## src/design/history_prioritized_channel_scan_unit_defines.svh

```systemverilog
// ----------------------------------------------------------------------------
// Scan unit assertion macros
// Shared concurrent assertion forms for the channel scan unit.
// ----------------------------------------------------------------------------
`ifndef HISTORY_PRIORITIZED_CHANNEL_SCAN_UNIT_DEFINES_SVH
`define HISTORY_PRIORITIZED_CHANNEL_SCAN_UNIT_DEFINES_SVH

// same-cycle implication, disabled while reset is asserted
`define HPCS_ASSERT_IMPLY(lbl, clk, rst_n, ante, cons, msg) \
    lbl: assert property (@(posedge clk) disable iff (!rst_n) (ante) |-> (cons)) \
        else $error(msg);

// next-cycle implication, disabled while reset is asserted
`define HPCS_ASSERT_NEXT(lbl, clk, rst_n, ante, cons, msg) \
    lbl: assert property (@(posedge clk) disable iff (!rst_n) (ante) |=> (cons)) \
        else $error(msg);

`endif

```

## src/design/hpcs_pkg.sv

```systemverilog
// ----------------------------------------------------------------------------
// Scan unit package
// Widths, operation codes, register indexes and reset values.
// ----------------------------------------------------------------------------
package hpcs_pkg;

    localparam int MAX_CHANNELS = 16;
    localparam int CH_W         = 4;
    localparam int CNT_W        = CH_W + 1;   // channel count, scan step, fill count
    localparam int SNR_W        = 16;
    localparam int DWELL_W      = 16;
    localparam int CFG_W        = 16;
    localparam int CFG_IDX_W    = 2;
    localparam int OP_W         = 2;

    typedef enum logic [OP_W-1:0] {
        OP_ASSOC   = 2'd0,
        OP_DEASSOC = 2'd1,
        OP_BEACON  = 2'd2,
        OP_TICK    = 2'd3
    } t_op;

    localparam logic [CFG_IDX_W-1:0] CFG_CHANNEL_COUNT   = 2'd0;
    localparam logic [CFG_IDX_W-1:0] CFG_INITIAL_CHANNEL = 2'd1;
    localparam logic [CFG_IDX_W-1:0] CFG_DWELL_TICKS     = 2'd2;

    localparam logic ACT_TUNE = 1'b0;
    localparam logic ACT_DONE = 1'b1;

    localparam logic [CNT_W-1:0]   RST_CHANNEL_COUNT   = 5'd16;
    localparam logic [CH_W-1:0]    RST_INITIAL_CHANNEL = 4'd0;
    localparam logic [DWELL_W-1:0] RST_DWELL_TICKS     = 16'd150;
    localparam logic [DWELL_W-1:0] DWELL_MAX           = '1;

endpackage

```

## src/design/hpcs_ram.sv

```systemverilog
// ----------------------------------------------------------------------------
// Scan unit RAM
// One write port, one read port, registered read data.
// ----------------------------------------------------------------------------
module hpcs_ram #(
    parameter int DEPTH = 16,
    parameter int WIDTH = 16
) (
    input  logic                     i_clk,
    input  logic                     i_we,
    input  logic [$clog2(DEPTH)-1:0] i_waddr,
    input  logic [WIDTH-1:0]         i_wdata,
    input  logic [$clog2(DEPTH)-1:0] i_raddr,
    output logic [WIDTH-1:0]         o_rdata
);

    logic [WIDTH-1:0] mem [DEPTH];
    logic [WIDTH-1:0] r_rdata;

    always_ff @(posedge i_clk) begin
        if (i_we) begin
            mem[i_waddr] <= i_wdata;
        end
        r_rdata <= mem[i_raddr];
    end

    assign o_rdata = r_rdata;

endmodule

```

## src/design/history_prioritized_channel_scan_unit.sv

```systemverilog
// Busy periods: a beacon passes through S_HIST; a tick that ends a dwell goes to S_EMIT
//   for a finish result, or through S_FETCH and S_EMIT for a tune result.
// Deassociation: one selection pass per channel with history (at most 15), one more
//   pass that finds none, then S_FILL, S_LAST, S_FETCH and S_EMIT to the first tune.
// Throughput: one transfer per busy period above, plus any wait on the output reg.
// Reset: synchronous, active low; registers to defaults, history valid bits clear.
// ----------------------------------------------------------------------------
// History prioritized channel scan unit
// Roaming scan controller: orders channels by beacon history, dwells on each,
// and reports the best channel at the end of a scan.
// ----------------------------------------------------------------------------
`include "history_prioritized_channel_scan_unit_defines.svh"

module history_prioritized_channel_scan_unit (
    input  logic                                 i_clk,
    input  logic                                 i_rst_n,
    // configuration write port
    input  logic                                 i_cfg_we,
    input  logic [hpcs_pkg::CFG_IDX_W-1:0]       i_cfg_index,
    input  logic [hpcs_pkg::CFG_W-1:0]           i_cfg_data,
    // event channel
    input  logic                                 i_in_valid,
    output logic                                 o_in_stall,
    input  logic [hpcs_pkg::OP_W-1:0]            i_operation,
    input  logic signed [hpcs_pkg::SNR_W-1:0]    i_snr,
    // result channel
    output logic                                 o_out_valid,
    input  logic                                 i_out_stall,
    output logic                                 o_action,
    output logic [hpcs_pkg::CH_W-1:0]            o_channel,
    output logic                                 o_beacon_found,
    output logic signed [hpcs_pkg::SNR_W-1:0]    o_best_snr
);

    import hpcs_pkg::*;

    // S_PASS : one selection pass over the history RAM, picks the best
    //          unpicked channel with history (ties to the lower index)
    // S_FILL : appends channels without history in index order
    // S_LAST : appends the current channel
    // S_FETCH: reads scan_order[step]; S_EMIT loads the result register
    // S_HIST : read-modify-write of the history entry for a beacon
    typedef enum logic [2:0] {
        S_IDLE,
        S_PASS,
        S_FILL,
        S_LAST,
        S_FETCH,
        S_EMIT,
        S_HIST
    } t_state;

    t_state r_state;

    // configuration
    logic [CNT_W-1:0]   r_channel_count;
    logic [DWELL_W-1:0] r_dwell_ticks;

    // scan control
    logic               r_scanning;
    logic [CNT_W-1:0]   r_step;
    logic [CNT_W-1:0]   r_len;
    logic [CH_W-1:0]    r_ch;        // scan_order[step], channel of the dwell
    logic [CH_W-1:0]    r_cur;       // current channel
    logic [MAX_CHANNELS-1:0] r_hv;   // history valid bits

    logic                     r_dv;
    logic signed [SNR_W-1:0]  r_ds;
    logic [DWELL_W-1:0]       r_count;
    logic                     r_bv;
    logic signed [SNR_W-1:0]  r_bl;
    logic [CH_W-1:0]          r_best_ch;

    // order build
    logic [CNT_W-1:0]         r_idx;     // read issue index / fill index
    logic                     r_p_vld;   // history read data valid this cycle
    logic [CH_W-1:0]          r_p_idx;   // index of that read data
    logic [MAX_CHANNELS-1:0]  r_taken;
    logic [CNT_W-1:0]         r_n;       // entries written to the order RAM
    logic                     r_sel_found;
    logic [CH_W-1:0]          r_sel_idx;
    logic signed [SNR_W-1:0]  r_sel_snr;

    logic                     r_fin;     // pending result is a finish
    logic signed [SNR_W-1:0]  r_snr;     // beacon SNR held for the history update

    // result register
    logic                     r_out_vld;
    logic                     r_out_action;
    logic [CH_W-1:0]          r_out_ch;
    logic                     r_out_found;
    logic signed [SNR_W-1:0]  r_out_snr;

    // RAM ports
    logic                     hist_we;
    logic [CH_W-1:0]          hist_raddr;
    logic [SNR_W-1:0]         hist_q_raw;
    logic signed [SNR_W-1:0]  hist_q;
    logic                     ord_we;
    logic [CH_W-1:0]          ord_waddr;
    logic [CH_W-1:0]          ord_wdata;
    logic [CH_W-1:0]          ord_q;

    logic                     accept;
    logic [CNT_W-1:0]         limit;
    logic                     p_cand;
    logic                     p_take;
    logic                     pass_last;
    logic                     n_sel_found;
    logic [CH_W-1:0]          n_sel_idx;
    logic signed [SNR_W-1:0]  n_sel_snr;
    logic [CH_W-1:0]          f_idx;
    logic                     f_cand;
    logic [DWELL_W-1:0]       n_count;
    logic                     dwell_done;
    logic                     better;
    logic [CH_W-1:0]          n_best_ch;
    logic [CNT_W-1:0]         n_step;
    logic                     dwell_take;
    logic                     out_free;
    logic                     emit_go;

    // Events are taken only between busy periods; a result still waiting in
    // the output register does not hold off the next event.
    assign o_in_stall = (r_state != S_IDLE);
    assign accept     = i_in_valid && !o_in_stall;
    assign out_free   = !r_out_vld || !i_out_stall;
    assign emit_go    = (r_state == S_EMIT) && out_free;

    // Counts above the channel table size act as the table size.
    assign limit = (r_channel_count > CNT_W'(MAX_CHANNELS)) ? CNT_W'(MAX_CHANNELS)
                                                            : r_channel_count;

    // Selection pass: a channel qualifies if it has history, is in the list,
    // is not the current channel and was not picked in an earlier pass.
    // Strictly greater replaces, so equal SNRs keep the lower index.
    assign p_cand = r_p_vld && r_hv[r_p_idx] && (r_p_idx != r_cur)
                    && ({1'b0, r_p_idx} < limit) && !r_taken[r_p_idx];
    assign p_take = p_cand && (!r_sel_found || (hist_q > r_sel_snr));
    assign n_sel_found = r_sel_found || p_take;
    assign n_sel_idx   = p_take ? r_p_idx : r_sel_idx;
    assign n_sel_snr   = p_take ? hist_q  : r_sel_snr;
    assign pass_last   = r_p_vld && (r_p_idx == CH_W'(MAX_CHANNELS - 1));

    // Fill sweep: channels without history in index order.
    assign f_idx  = r_idx[CH_W-1:0];
    assign f_cand = !r_hv[f_idx] && (f_idx != r_cur) && ({1'b0, f_idx} < limit);

    // Tick: saturating dwell counter; a zero dwell acts as one tick.
    assign n_count    = (r_count == DWELL_MAX) ? r_count : r_count + DWELL_W'(1);
    assign dwell_done = (n_count >= r_dwell_ticks);
    assign better     = r_dv && (!r_bv || (r_ds > r_bl));
    assign n_best_ch  = better ? r_ch : r_best_ch;
    assign n_step     = r_step + CNT_W'(1);

    // Beacon: best SNR within the dwell, strictly greater replaces.
    assign dwell_take = !r_dv || (i_snr > r_ds);

    // History RAM: swept during the passes, otherwise it reads the entry of
    // the dwell channel so the registered entry is ready for the beacon update. Writes
    // happen only in S_HIST, which always returns to S_IDLE, so a read never
    // overlaps a pending write to the same entry.
    assign hist_raddr = (r_state == S_PASS) ? r_idx[CH_W-1:0] : r_ch;
    assign hist_we    = (r_state == S_HIST) && (!r_hv[r_ch] || (r_snr > hist_q));
    assign hist_q     = $signed(hist_q_raw);

    always_comb begin
        ord_we    = 1'b0;
        ord_waddr = r_n[CH_W-1:0];
        ord_wdata = r_cur;
        unique case (r_state)
            S_PASS: begin
                ord_we    = pass_last && n_sel_found;
                ord_wdata = n_sel_idx;
            end
            S_FILL: begin
                ord_we    = f_cand;
                ord_wdata = f_idx;
            end
            S_LAST: begin
                ord_we    = 1'b1;
                ord_wdata = r_cur;
            end
            default: begin
                ord_we    = 1'b0;
            end
        endcase
    end

    hpcs_ram #(
        .DEPTH (MAX_CHANNELS),
        .WIDTH (SNR_W)
    ) u_hist_ram (
        .i_clk   (i_clk),
        .i_we    (hist_we),
        .i_waddr (r_ch),
        .i_wdata (r_snr),
        .i_raddr (hist_raddr),
        .o_rdata (hist_q_raw)
    );

    // At most MAX_CHANNELS entries: the current channel is excluded from
    // the list part, and S_LAST appends it once at the end.
    hpcs_ram #(
        .DEPTH (MAX_CHANNELS),
        .WIDTH (CH_W)
    ) u_order_ram (
        .i_clk   (i_clk),
        .i_we    (ord_we),
        .i_waddr (ord_waddr),
        .i_wdata (ord_wdata),
        .i_raddr (r_step[CH_W-1:0]),
        .o_rdata (ord_q)
    );

    always_ff @(posedge i_clk) begin
        if (!i_rst_n) begin
            r_state         <= S_IDLE;
            r_channel_count <= RST_CHANNEL_COUNT;
            r_dwell_ticks   <= RST_DWELL_TICKS;
            r_cur           <= RST_INITIAL_CHANNEL;
            r_scanning      <= 1'b0;
            r_step          <= '0;
            r_len           <= '0;
            r_hv            <= '0;
            r_dv            <= 1'b0;
            r_ds            <= '0;
            r_count         <= '0;
            r_bv            <= 1'b0;
            r_bl            <= '0;
            r_best_ch       <= '0;
            r_idx           <= '0;
            r_p_vld         <= 1'b0;
            r_taken         <= '0;
            r_n             <= '0;
            r_sel_found     <= 1'b0;
            r_fin           <= 1'b0;
            r_out_vld       <= 1'b0;
        end else begin
            // a new result loads the register, else a transfer drains it
            if (emit_go) begin
                r_out_vld <= 1'b1;
            end else if (r_out_vld && !i_out_stall) begin
                r_out_vld <= 1'b0;
            end

            unique case (r_state)
                S_IDLE: begin
                    if (accept) begin
                        unique case (t_op'(i_operation))
                            OP_ASSOC: begin
                                r_scanning <= 1'b0;
                            end
                            OP_DEASSOC: begin
                                if (!r_scanning) begin
                                    r_scanning  <= 1'b1;
                                    r_bv        <= 1'b0;
                                    r_bl        <= '0;
                                    r_best_ch   <= r_cur;
                                    r_step      <= '0;
                                    r_dv        <= 1'b0;
                                    r_ds        <= '0;
                                    r_count     <= '0;
                                    r_taken     <= '0;
                                    r_n         <= '0;
                                    r_idx       <= '0;
                                    r_p_vld     <= 1'b0;
                                    r_sel_found <= 1'b0;
                                    r_state     <= S_PASS;
                                end
                            end
                            OP_BEACON: begin
                                if (r_scanning) begin
                                    if (dwell_take) begin
                                        r_dv <= 1'b1;
                                        r_ds <= i_snr;
                                    end
                                    r_snr   <= i_snr;
                                    r_state <= S_HIST;
                                end
                            end
                            OP_TICK: begin
                                if (r_scanning) begin
                                    if (dwell_done) begin
                                        if (better) begin
                                            r_bv <= 1'b1;
                                            r_bl <= r_ds;
                                        end
                                        r_best_ch <= n_best_ch;
                                        r_step    <= n_step;
                                        r_dv      <= 1'b0;
                                        r_ds      <= '0;
                                        r_count   <= '0;
                                        if (n_step >= r_len) begin
                                            r_scanning <= 1'b0;
                                            r_cur      <= n_best_ch;
                                            r_fin      <= 1'b1;
                                            r_state    <= S_EMIT;
                                        end else begin
                                            r_fin   <= 1'b0;
                                            r_state <= S_FETCH;
                                        end
                                    end else begin
                                        r_count <= n_count;
                                    end
                                end
                            end
                            default: begin
                            end
                        endcase
                    end
                end

                S_PASS: begin
                    r_p_idx   <= r_idx[CH_W-1:0];
                    r_sel_idx <= n_sel_idx;
                    r_sel_snr <= n_sel_snr;
                    if (pass_last) begin
                        r_idx   <= '0;
                        r_p_vld <= 1'b0;
                        if (n_sel_found) begin
                            // winner written to the order RAM; next pass
                            r_taken[n_sel_idx] <= 1'b1;
                            r_n                <= r_n + CNT_W'(1);
                            r_sel_found        <= 1'b0;
                        end else begin
                            r_state <= S_FILL;
                        end
                    end else begin
                        if (!r_idx[CNT_W-1]) begin
                            r_idx <= r_idx + CNT_W'(1);
                        end
                        r_p_vld     <= !r_idx[CNT_W-1];
                        r_sel_found <= n_sel_found;
                    end
                end

                S_FILL: begin
                    if (f_cand) begin
                        r_n <= r_n + CNT_W'(1);
                    end
                    r_idx <= r_idx + CNT_W'(1);
                    if (f_idx == CH_W'(MAX_CHANNELS - 1)) begin
                        r_state <= S_LAST;
                    end
                end

                S_LAST: begin
                    r_len   <= r_n + CNT_W'(1);
                    r_fin   <= 1'b0;
                    r_state <= S_FETCH;
                end

                S_FETCH: begin
                    r_state <= S_EMIT;
                end

                S_EMIT: begin
                    if (out_free) begin
                        if (r_fin) begin
                            r_out_action <= ACT_DONE;
                            r_out_ch     <= r_best_ch;
                            r_out_found  <= r_bv;
                            r_out_snr    <= r_bv ? r_bl : '0;
                        end else begin
                            r_out_action <= ACT_TUNE;
                            r_out_ch     <= ord_q;
                            r_out_found  <= 1'b0;
                            r_out_snr    <= '0;
                            r_ch         <= ord_q;
                        end
                        r_state <= S_IDLE;
                    end
                end

                S_HIST: begin
                    if (hist_we) begin
                        r_hv[r_ch] <= 1'b1;
                    end
                    r_state <= S_IDLE;
                end

                default: begin
                    r_state <= S_IDLE;
                end
            endcase

            // configuration writes must arrive only while idle; the block does not enforce this
            if (i_cfg_we) begin
                unique case (i_cfg_index)
                    CFG_CHANNEL_COUNT:   r_channel_count <= i_cfg_data[CNT_W-1:0];
                    CFG_INITIAL_CHANNEL: r_cur           <= i_cfg_data[CH_W-1:0];
                    CFG_DWELL_TICKS:     r_dwell_ticks   <= i_cfg_data[DWELL_W-1:0];
                    default: begin
                    end
                endcase
            end
        end
    end

    assign o_out_valid    = r_out_vld;
    assign o_action       = r_out_action;
    assign o_channel      = r_out_ch;
    assign o_beacon_found = r_out_found;
    assign o_best_snr     = r_out_snr;

    // ------------------------------------------------------------------
    // Assertions
    // ------------------------------------------------------------------
    logic tune_out;
    logic tune_zero;
    logic done_none;
    logic snr_zero;
    logic scan_idle;
    logic len_ok;

    assign snr_zero  = (o_best_snr == '0);
    assign tune_out  = o_out_valid && (o_action == ACT_TUNE);
    assign tune_zero = !o_beacon_found && snr_zero;
    assign done_none = o_out_valid && (o_action == ACT_DONE) && !o_beacon_found;
    assign scan_idle = r_scanning && (r_state == S_IDLE);
    assign len_ok    = !r_len[CNT_W-1] || (r_len == CNT_W'(MAX_CHANNELS));

    `HPCS_ASSERT_IMPLY(a_tune_clear, i_clk, i_rst_n, tune_out, tune_zero, "tune with finish fields")
    `HPCS_ASSERT_IMPLY(a_done_snr, i_clk, i_rst_n, done_none, snr_zero, "finish SNR without beacon")
    `HPCS_ASSERT_IMPLY(a_step_in_range, i_clk, i_rst_n, scan_idle, r_step < r_len, "step past order")
    `HPCS_ASSERT_NEXT(a_order_fits, i_clk, i_rst_n, r_state == S_LAST, len_ok, "order overflow")

endmodule
```

## config.mk

```make
export PLATFORM = sky130hd
export DESIGN_NAME = history_prioritized_channel_scan_unit
export DESIGN_NICKNAME = d
export VERILOG_FILES = /design/src/design/hpcs_pkg.sv /design/src/design/hpcs_ram.sv /design/src/design/history_prioritized_channel_scan_unit.sv
export VERILOG_INCLUDE_DIRS = /design/src /design/src/design
export SDC_FILE = /design/constraint.sdc
export NUM_CORES = 1
export LEC_CHECK = 0
export BUFFER_PORTS_ARGS = -buffer_cell sky130_fd_sc_hd__buf_2
export CAP_MARGIN = 15
export CORE_MARGIN = 3
export CORE_UTILIZATION = 50
export DETAILED_ROUTE_END_ITERATION = 8
export PLACE_DENSITY = 0.7
export SLEW_MARGIN = 5
export SYNTH_ARGS = -nofsm -noshare
export SYNTH_HDL_FRONTEND = slang
export SYNTH_HIERARCHICAL = 1
export SYNTH_SLANG_ARGS = --single-unit
```

## constraint.sdc

```tcl
create_clock -name i_clk -period 3.87 [get_ports i_clk]
set_input_delay 0.387 -clock i_clk [delete_from_list [all_inputs] [get_ports i_clk]]
set_output_delay 0.387 -clock i_clk [all_outputs]
set_load 0.005 [all_outputs]
```

**Yosys cells after proc, flatten, opt, wreduce, memory -nomap -nowiden**

Memory sizes are Yosys's and may differ from the RTL's. A register that Yosys moved wholly into a read port is not among the register bits.
Cells that the tools add are included.

- Memories: 2
- Word-level logic and storage cells: 270
- Bits in writable memories: 320
- Input bits: 41
- Register bits: 205
- Output and inout port bits: 24

Memory list:

| memory | words | bits a word | rd ports | clocked after memory_dff | wr ports | RTL line | source |
|---|---|---|---|---|---|---|---|
| u_hist_ram.mem | 16 | 16 | 1 | 1 | 1 | hpcs_ram.sv:17 | `logic [WIDTH-1:0] mem [DEPTH];` |
| u_order_ram.mem | 16 | 4 | 1 | 1 | 1 | hpcs_ram.sv:17 |  |

- Mux-type cells: 109
- Bitwise gates (word level): 3
- Reduce and logical (&&, ||, !) cells: 65
- Add/sub/neg operators: 4
- Order comparisons: 15
- Eq/ne operators: 41

Operators by type and width:

| cell | count |
|---|---|
| $mux 16 | 15 |
| $pmux 16 s2 | 3 |
| $gt 16x16->1 | 4 |
| $mux 4 | 15 |
| $mux 5 | 11 |
| $pmux 16 s3 | 1 |
| $mux 1 | 35 |
| $ne 2x2->1 const B | 16 |
| $or 16x16->16 | 2 |
| $pmux 5 s3 | 2 |
| $mux 3 | 9 |
| $reduce_and 5->1 | 5 |
| $lt 4x5->1 const B | 4 |
| $ne 3x3->1 const B | 6 |
| $pmux 3 s6 | 1 |
| $add 16x1->16 const B | 1 |
| $bmux 1 s4 | 4 |
| $eq 16x16->1 const B | 1 |
| $ge 16x16->1 | 1 |
| $logic_and 1x1->1 | 16 |
| $pmux 4 s2 | 2 |
| $add 5x1->5 const B | 3 |
| $reduce_and 7->1 | 2 |
| $reduce_and 4->1 | 3 |
| other kinds (30) | 75 |

**Logic depth before layout (Yosys ltp)**

Gate-level depths: netlist of run 1.

- Depth after elaboration: 16
- Depth in mapped cells: 16
- Mapped depth without buffers: 15

**Hierarchy**

The synthesis of run 1 kept the hierarchy.

By module, submodules not included:

| module | area each (sq um) | seq. area each (sq um) | cells each | times used |
|---|---|---|---|---|
| history_prioritized_channel_scan_unit | 11992.8 | 4764.6 | 1308 | 1 |
| hpcs_ram at u_hist_ram | 10043.4 | 8007.7 | 432 | 1 |
| hpcs_ram at u_order_ram | 2666.3 | 2001.9 | 130 | 1 |

**Worst setup path after synthesis of run 1**

No wires, ideal clock.

- Kind: register to register
- Start point: register r_ch[0]
- End point: memory u_hist_ram.mem[0][0], enable pin
- Setup time: 0.409 ns
- Clock period less this slack: 4.178 ns
- Required time: 3.461 ns
- Slack: -0.308 ns
- Buffers on the path: 1
- Arrival: 3.769 ns
- Cell stages (with the launch flop): 9
- Path through: edfxtp_1 clkbuf_1 mux4_2 mux2_2 mux2_2 o21ai_0 and3_1 or3b_2 nor3_1

- Cells in the longest elaborated chain, start to end: 7

Ends and longest elaborated chain:

| item | RTL line | source |
|---|---|---|
| start, declared | history_prioritized_channel_scan_unit.sv:63 | `logic [CH_W-1:0] r_ch;` |
| start signal, assigned | history_prioritized_channel_scan_unit.sv:370 | `r_ch <= ord_q;` |
| $bmux 1 s4 | history_prioritized_channel_scan_unit.sv:164 | `assign hist_we = (r_state == S_HIST) && (!r_hv[r_ch] \|\| (r_snr > hist_q));` |
| $mux 1 (not written as such) | history_prioritized_channel_scan_unit.sv:164 |  |
| $logic_not 1->1 | history_prioritized_channel_scan_unit.sv:164 |  |
| $logic_or 1x1->1 | history_prioritized_channel_scan_unit.sv:164 |  |
| $logic_and 1x1->1 | history_prioritized_channel_scan_unit.sv:164 |  |
| net hist_we | history_prioritized_channel_scan_unit.sv:95 | `logic hist_we;` |
| $mux 1 | hpcs_ram.sv:21 | `if (i_we) begin` |
| $mux 1 (not written as such) | hpcs_ram.sv:22 | `mem[i_waddr] <= i_wdata;` |
| end, declared | hpcs_ram.sv:17 |  |

The timed path passes the listed nets, and every way through them passes these cells. The select of a mux whose other input is x is not followed.

**Worst setup path after layout of run 1**

- Start point: register r_count[3]
- End point: register r_count[6]

- Cells in the longest elaborated chain, start to end: 6
- Elaborated cells between the ends (all ways): 7
- Classes of those cells: add/sub: 1; order compare: 1; eq/ne: 1; mux: 4

Ends and longest elaborated chain:

| item | RTL line | source |
|---|---|---|
| start, declared | history_prioritized_channel_scan_unit.sv:69 | `logic [DWELL_W-1:0] r_count;` |
| start signal, assigned | history_prioritized_channel_scan_unit.sv:304 | `r_count <= n_count;` |
| $add 16x1->16 / $eq 16x16->1 (equally long branches) | history_prioritized_channel_scan_unit.sv:150 | `assign n_count = (r_count == DWELL_MAX) ? r_count : r_count + DWELL_W'(1);` |
| $mux 16 (*) | history_prioritized_channel_scan_unit.sv:150 |  |
| $ge 16x16->1 | history_prioritized_channel_scan_unit.sv:151 | `assign dwell_done = (n_count >= r_dwell_ticks);` |
| $mux 16 (*) | history_prioritized_channel_scan_unit.sv:284 | `if (dwell_done) begin` |
| $mux 16 (*) | history_prioritized_channel_scan_unit.sv:283 | `if (r_scanning) begin` |
| $pmux 16 s2 (*) | history_prioritized_channel_scan_unit.sv:250 | `unique case (t_op'(i_operation))` |

Mark *: on every way between the ends. The rest lies on a longest branch, timed or not. The select of a mux whose other input is x is not followed.
A chain may end at the register's enable or synchronous reset.

==> summary.txt, run 1 <==
Status
  – Run status: completed

Die
  – Die width: 228.3 um
  – Num rows: 80
  – Core ar.: 48,250 um^2
  – Total Die Area: 52,110 um^2
  – Ports: 65
  – Die Ht: 228.3 um
  – Initial core utilization: 51.20%

Synth
  – Unique cell type count in the Yosys netlist: 78
  – Syn nets: 2,007
  – Syn Std Cell Area: 24,700 um^2
  – Yosys reg bits: 545
  – Post-synth top flop: edfxtp_1
  – Avg Inst Size Synth: 13.21 um^2
  – Mapped Cells: 1,870
  – Register area share after synthesis: 59.81%
  – Async SR Flop Fraction: 0%
  – Post-synth EDFFs: 386
  – YS warnings: 6

Timing
  – PnR worst setup slack: 102.7 ps
  – Slew Limit Fails: 0
  – Setup Skew: 25.37 ps
  – WHS: 21.46 ps
  – FMAX: 0.2654 GHz
  – Slew HR: 38.69%
  – Tmin final: 3767 ps
  – Final worst-path cycle share: 97.35%
  – Setup repair after global routing missed its margin: yes
  – Pin slew with the least headroom to its limit: 918.4 ps
  – Final hold vios: 0
  – Setup-failing EPs final: 0

Power
  – P per Cell Area: 462.9 nW/um^2
  – Logic pwr share: 10.7%
  – Lkg Pwr: 10.17 nW
  – Pint: 9.972 mW
  – Clock power share: 40.3%
  – Peak supply drop: 0.0003591 V
  – Seq pwr share: 49.1%
  – P_sw: 3.216 mW
  – Sw frac: 24.39%

Critical path
  – Critical path fanouts, max: 6
  – Crit path max-delay family: simple AND/OR/NAND/NOR gates
  – Max stage delay cell, worst path: or4_4
  – CP startpoint kind: flip-flop
  – Crit end category: flip-flop
  – Worst path cell trace: and4_1 > and2_4 > nand4_1 > or4_4 > xnor2_2 > ha_1 > nand2b_1 > a211oi_2 > nor3_1 > o211ai_1 > buf_4 > and2_0 > buf_4 > nand4_1 > a21boi_0 > o21a_1
  – WP data required: 4410 ps
  – Worst Path Buf+Inv: 2
  – CP peak stage delay: 620 ps
  – Crit path DAT: 4310 ps
  – Crit path kind: reg -> reg

Final layout
  – Final nets: 2,139
  – Core Util, Final: 59.06%
  – Area grow syn2layout: 15.34%
  – Most frequent cells in the layout: edfxtp_1, nand2_1, dfxtp_1
  – Post-route insts no fill: 2,707
  – Share of cells above drive strength 1: 18.64%
  – Commonest non-fill, non-tap cell in the layout: edfxtp_1

Detailed routing
  – Vias/cell: 5.946
  – DR DRC count: 0
  – Starting DRT DRC Count: 1,393
  – Final WL: 58.82 mm
  – DR pass1 iterations: 6
  – DR vias: 16,100
  – Routed len/inst: 21.73 um
  – DRT antenna net count: 0

Placed design
  – GP Congestion: 0.8858
  – DP HPWL: 38.35 mm
  – Placed Instances: 2,581
  – Worst slack, placed: 15.22 ps
  – Port bufs: 64

Clock tree
  – Clock-pin slew on the worst setup and hold paths: 60 ps
  – Clock root cell: clkbuf_16
  – Sink Count: 545
  – H-tree levels: 2
  – Skew-Pair Late Insertion Delay: 620 ps
  – Clock Tree Buf Depth: 3
  – CTS tree: yes
  – CTS buffer count: 55

Global route
  – Initial antenna violation count: 3
  – Total gr overflow: 0
  – First-pass GRT wire length: 90.34 mm
  – Vias in the first global route: 15,680
  – GR Util All Layers: 21.91%
  – Largest net degree at the start of global routing: 95

Run
  – Max Cap Viol: 0

Min path
  – Min-delay worst type: in -> reg
[flip-flops by register name, indices dropped and copies added (netlist names), 16 cells and up]
| name | cells |
|---|---|
| r_snr | 16 |
| r_sel_snr | 16 |
| r_bl | 16 |
| r_taken | 16 |
| r_dwell_ticks | 16 |
| u_hist_ram/mem | 256 |
| u_hist_ram/o_rdata | 16 |
| r_ds | 16 |
| u_order_ram/mem | 64 |
| r_hv | 16 |
| o_best_snr | 16 |
| r_count | 16 |
[timing repair]
item	CTS	global route
cloned	0	5
hold buffers	11	0
endpoints found under the setup margin	1	136
gates resized for setup	1	51
pin swaps	1	16
setup buffers	0	4
hold endpoints to repair	11	0
[metal layers]
| metal | up-vias | GRT usage (%) | wire [um] |
|---|---|---|---|
| met3 | 111 | 3.493 | 3631 |
| met2 | 530 | 36.11 | 28630 |
| met4 | 2 | 6.551 | 1639 |
| met1 | 8017 | 30.21 | 24910 |
| li1 | 7437 | - | - |
| met5 | - | 0 | 9 |
[worst reg2reg max path: stages, from the launching register on]
cell      delay (ps)
dfxtp_2          320
and4_1           210
and2_4           150
nand4_1          250
or4_4            620
xnor2_2          160
ha_1             270
nand2b_1         150
a211oi_2         180
nor3_1            70
o211ai_1         270
buf_4            210
and2_0           180
buf_4            150
nand4_1          100
a21boi_0         250
o21a_1           160
[through the flow]
stage               TNS, ps  power (mW)  instance area (um^2)
floorplan                 0       7.499                 24720
global placement          0       7.892                 26210
detailed placement        0       7.926                 26210
CTS                       0       13.21                 28140
global route         -534.9       13.65                 28490
finish                    0       13.19                 28490
[worst paths after layout]
kind                                                     start                      end  cells past startpoint  slack [ps]
worst min register to register  u_order_ram/o_rdata[1]$_DFF_P_        r_ch[1]$_DFFE_PP_                      0         440
worst max register to register         r_count[3]$_SDFFE_PN0P_  r_count[6]$_SDFFE_PN0P_                     16         100
worst max-delay path                   r_count[3]$_SDFFE_PN0P_  r_count[6]$_SDFFE_PN0P_                     16         100
worst min-delay path                                 i_snr[11]      r_snr[11]$_DFFE_PP_                      1          20
[kinds of logic (layout without fill, tap and decap cells)]
logic type	Yosys count	count (layout)	share of synthesized area, %
adder cells (fa/ha/maj)	96	96	4.862
XOR/XNOR	25	25	0.8864
multiplexers	131	131	10.43
buffers and inverters	202	381	3.799
AND/OR/NAND/NOR	556	556	11.54
flip-flops	545	545	59.81
other	0	2	0
AO/OA/AOI/OAI	315	315	8.672
[cell usage after synthesis, types with 28 or more instances]
cell type  number  area (um^2)
nor2_1         69        259.0
inv_1          98        367.9
nor2b_1        43        269.0
nand3_1        92        460.4
a22oi_1        41        307.8
a21boi_0       28        210.2
ha_1           96         1201
edfxtp_1      386        11590
mux4_2         64         1441
dfxtp_1       159         3183
a21oi_1        59        295.3
nand2_1       164        615.6
clkbuf_1       68        255.2
nand4_1        41        256.5
and3_1         30        187.7
o31ai_1        30        225.2
o21ai_0        59        295.3
[power groups by stage]
| stage | registers (mW) | logic, mW | clock network, mW |
|---|---|---|---|
| finish | 6.47 | 1.41 | 5.31 |
| global route | 6.48 | 1.54 | 5.63 |
| CTS | 6.47 | 1.36 | 5.39 |
| detailed placement | 6.59 | 1.33 | 0 |
| global placement | 6.59 | 1.30 | 0 |
| floorplan | 6.52 | 0.977 | 0 |
[layout make-up]
| type | count | area (um^2) |
|---|---|---|
| Inverter | 99 | 371.6 |
| Tap cell | 656 | 820.8 |
| Antenna cell | 2 | 5.005 |
| Clock inverter | 34 | 375.4 |
| Timing Repair Buffer | 178 | 1505 |
| Clock buffer | 70 | 1433 |
| Fill cell | 3728 | 19750 |
| Sequential cell | 545 | 14780 |
| Multi-Input combinational cell | 1123 | 9203 |
No activity file was read; power rests on OpenSTA's default activity.
==> inputs of run 2 (changes only) <==
--- a/config.mk
+++ b/config.mk
@@ -9,9 +9,9 @@
 export BUFFER_PORTS_ARGS = -buffer_cell sky130_fd_sc_hd__buf_2
 export CAP_MARGIN = 15
 export CORE_MARGIN = 3
-export CORE_UTILIZATION = 50
+export CORE_UTILIZATION = 25
 export DETAILED_ROUTE_END_ITERATION = 8
-export PLACE_DENSITY = 0.7
+export PLACE_DENSITY = 0.41
 export SLEW_MARGIN = 5
 export SYNTH_ARGS = -nofsm -noshare
 export SYNTH_HDL_FRONTEND = slang
==> run 2 against run 1 <==
Compared with the run above: via count is 1.1% lower; core utilization down 29 points; worst hold slack gained 15 ps.
==> summary.txt, run 2 (same netlist as run 1, synthesis figures left out) <==
Status
  – Run status: completed

Power
  – P per Cell Area: 456.1 nW/um^2
  – Peak supply drop: 0.0003471 V
  – Lkg Pwr: 10.19 nW

Die
  – Initial core utilization: 25.39%
  – Core ar.: 97,280 um^2
  – Die Ht: 320.3 um
  – Num rows: 114
  – Ports: 65
  – Total Die Area: 102,600 um^2
  – Die width: 320.3 um

Final layout
  – Sequential cell area: 14,770 um^2
  – Area of the multi-input gates: 9149 um^2
  – Final Cell Area: 29,330 um^2
  – Top reg by flops: u_hist_ram/mem
  – Share of cells above drive strength 1: 18.78%
  – Most frequent cells in the layout: edfxtp_1, nand2_1, dfxtp_1
  – Largest registers: u_hist_ram/mem (256), u_order_ram/mem (64)
  – Area grow syn2layout: 18.74%
  – Post-route insts no fill: 3,357
  – Max reg flops: 256
  – Final nets: 2,163
  – # fillers: 9,841
  – Commonest non-fill, non-tap cell in the layout: edfxtp_1

Detailed routing
  – DR vias: 15,920
  – Starting DRT DRC Count: 1,024
  – Vias/cell: 4.741
  – DR pass1 iterations: 5
  – Routed len/inst: 20.50 um
  – DR DRC count: 0
  – DRT antenna net count: 0
  – Final WL: 68.83 mm

Critical path
  – Max stage delay cell, worst path: or4_4
  – Crit path DAT: 4300 ps
  – Worst path cell trace: and4_4 > and2_4 > nand4_1 > buf_4 > or4_4 > buf_4 > nand3_1 > ha_1 > a21o_1 > a21o_1 > a221oi_2 > buf_4 > a31oi_2 > o22ai_2 > buf_4 > buf_12 > nand3_1 > o21ai_0
  – WP data required: 4430 ps
  – CP peak stage delay: 420 ps
  – Crit path max-delay family: compound AO/OA/AOI/OAI gates
  – Register-to-Register Path Depth: 18
  – Crit path kind: reg -> reg
  – Crit end category: flip-flop
  – Critical path depth: 18
  – Critical path fanouts, max: 17
  – Worst Path Buf+Inv: 5
  – Most common cell on crit path: buf_4
  – RR Startpoint: r_count[5]$_SDFFE_PN0P_
  – Critical path startpoint: r_count[5]$_SDFFE_PN0P_
  – CP startpoint kind: flip-flop

Clock tree
  – CTS buffer count: 59
  – CTS tree: yes
  – Sink Count: 545
  – Clock root cell: clkbuf_16
  – Clock Tree Buf Depth: 3
  – Skew-Pair Late Insertion Delay: 660 ps
  – H-tree levels: 2
  – Clock-pin slew on the worst setup and hold paths: 60 ps

Timing
  – FMAX: 0.2670 GHz
  – Setup-failing EPs final: 0
  – Setup Skew: 55.02 ps
  – Slew Limit Fails: 0
  – Tmin final: 3745 ps
  – Final hold vios: 0
  – Pin slew with the least headroom to its limit: 850.3 ps
  – PnR worst setup slack: 124.9 ps
  – Slew HR: 42.59%
  – Final worst-path cycle share: 96.77%
  – WHS: 36.47 ps

Placed design
  – Port bufs: 64
  – Placed Instances: 3,214
  – GP Congestion: 0.7655
  – DP HPWL: 45.59 mm
  – Cell Area, Placed: 27,100 um^2
  – Worst slack, placed: -59.14 ps

Global route
  – Vias in the first global route: 16,220
  – Largest net degree at the start of global routing: 83
  – GR Util All Layers: 13.17%
  – First-pass GRT wire length: 102.7 mm
  – Initial antenna violation count: 9
  – Total gr overflow: 0

Min path
  – Hold Startpoint: i_cfg_data[10]
  – Hold depth: 3
  – Min-delay worst type: in -> reg

Run
  – Max Cap Viol: 0
## run 2: cell types whose count changed in the layout (fill, tap and decap cells not counted), moves of 3 or more
cell	previous run	this run
buf_12	16	13
buf_4	80	100
bufinv_16	6	3
clkbuf_1	15	26
clkinv_2	12	8
dfxtp_1	155	159
dfxtp_2	4	0
dlygate4sd3_1	11	18
nor2_1	64	55
nor2_2	3	14
o311ai_0	8	14
o311ai_2	4	0
## run 2: through the flow
step	TNS [ps]	util [%]	power (mW)
after floorplan	0	-	7.499
after global placement	0	27.86	8.028
after detailed placement	-80.28	27.86	8.036
after CTS	0	29.95	13.55
after global routing	-210.7	30.14	13.98
final	0	30.15	13.38
## run 2: where the power goes
group | internal [mW] | leakage (nW) | switching (mW)
Clock | 3.05 | 0.887 | 2.39
Combinational | 0.613 | 4.56 | 0.886
Sequential | 6.34 | 4.74 | 0.104
Total | 10.0 | 10.2 | 3.38
## run 2: timing repair
item,in CTS,in global routing
endpoints found under the hold margin,23,0
hold buffers,18,0
setup buffers,0,6
pin swaps,0,6
resized for setup,1,25
endpoints found under the setup margin,5,73
gates cloned,0,2
## run 2: area by class of cell
type,count,area share [%]
Clock buffer,85,5.366
Inverter,99,1.267
Tap cell,1276,5.443
Timing Repair Buffer,198,5.383
Sequential cell,545,50.37
Antenna cell,4,0.03413
Multi-Input combinational cell,1123,31.19
Clock inverter,27,0.9428
## run 2: worst paths after layout
| kind | endpoint | slack, ps |
|---|---|---|
| max | r_ds[3]$_SDFFE_PN0P_ | 120 |
| max reg2reg | r_ds[3]$_SDFFE_PN0P_ | 120 |
| min | r_dwell_ticks[10]$_SDFFE_PN0P_ | 40 |
| min reg2reg | r_taken[0]$_SDFFE_PN0P_ | 450 |
## run 2: worst reg2reg max path, stage by stage (launching register included)
cell      delay [ps]
dfxtp_1          340
and4_4           230
and2_4           160
nand4_1          170
buf_4            190
or4_4            420
buf_4            170
nand3_1           70
ha_1             240
a21o_1           180
a21o_1           190
a221oi_2         290
buf_4            190
a31oi_2          140
o22ai_2          220
buf_4            140
buf_12           140
nand3_1           80
o21ai_0          120
## run 2: per-layer routing
metal | GRT usage, % | routed length [um] | vias to the layer above
met3 | 2.373 | 3351 | 87
li1 | - | - | 7471
met1 | 18.23 | 31930 | 8026
met2 | 21.42 | 32200 | 328
met4 | 3.148 | 1323 | 4
met5 | 0 | 31 | -
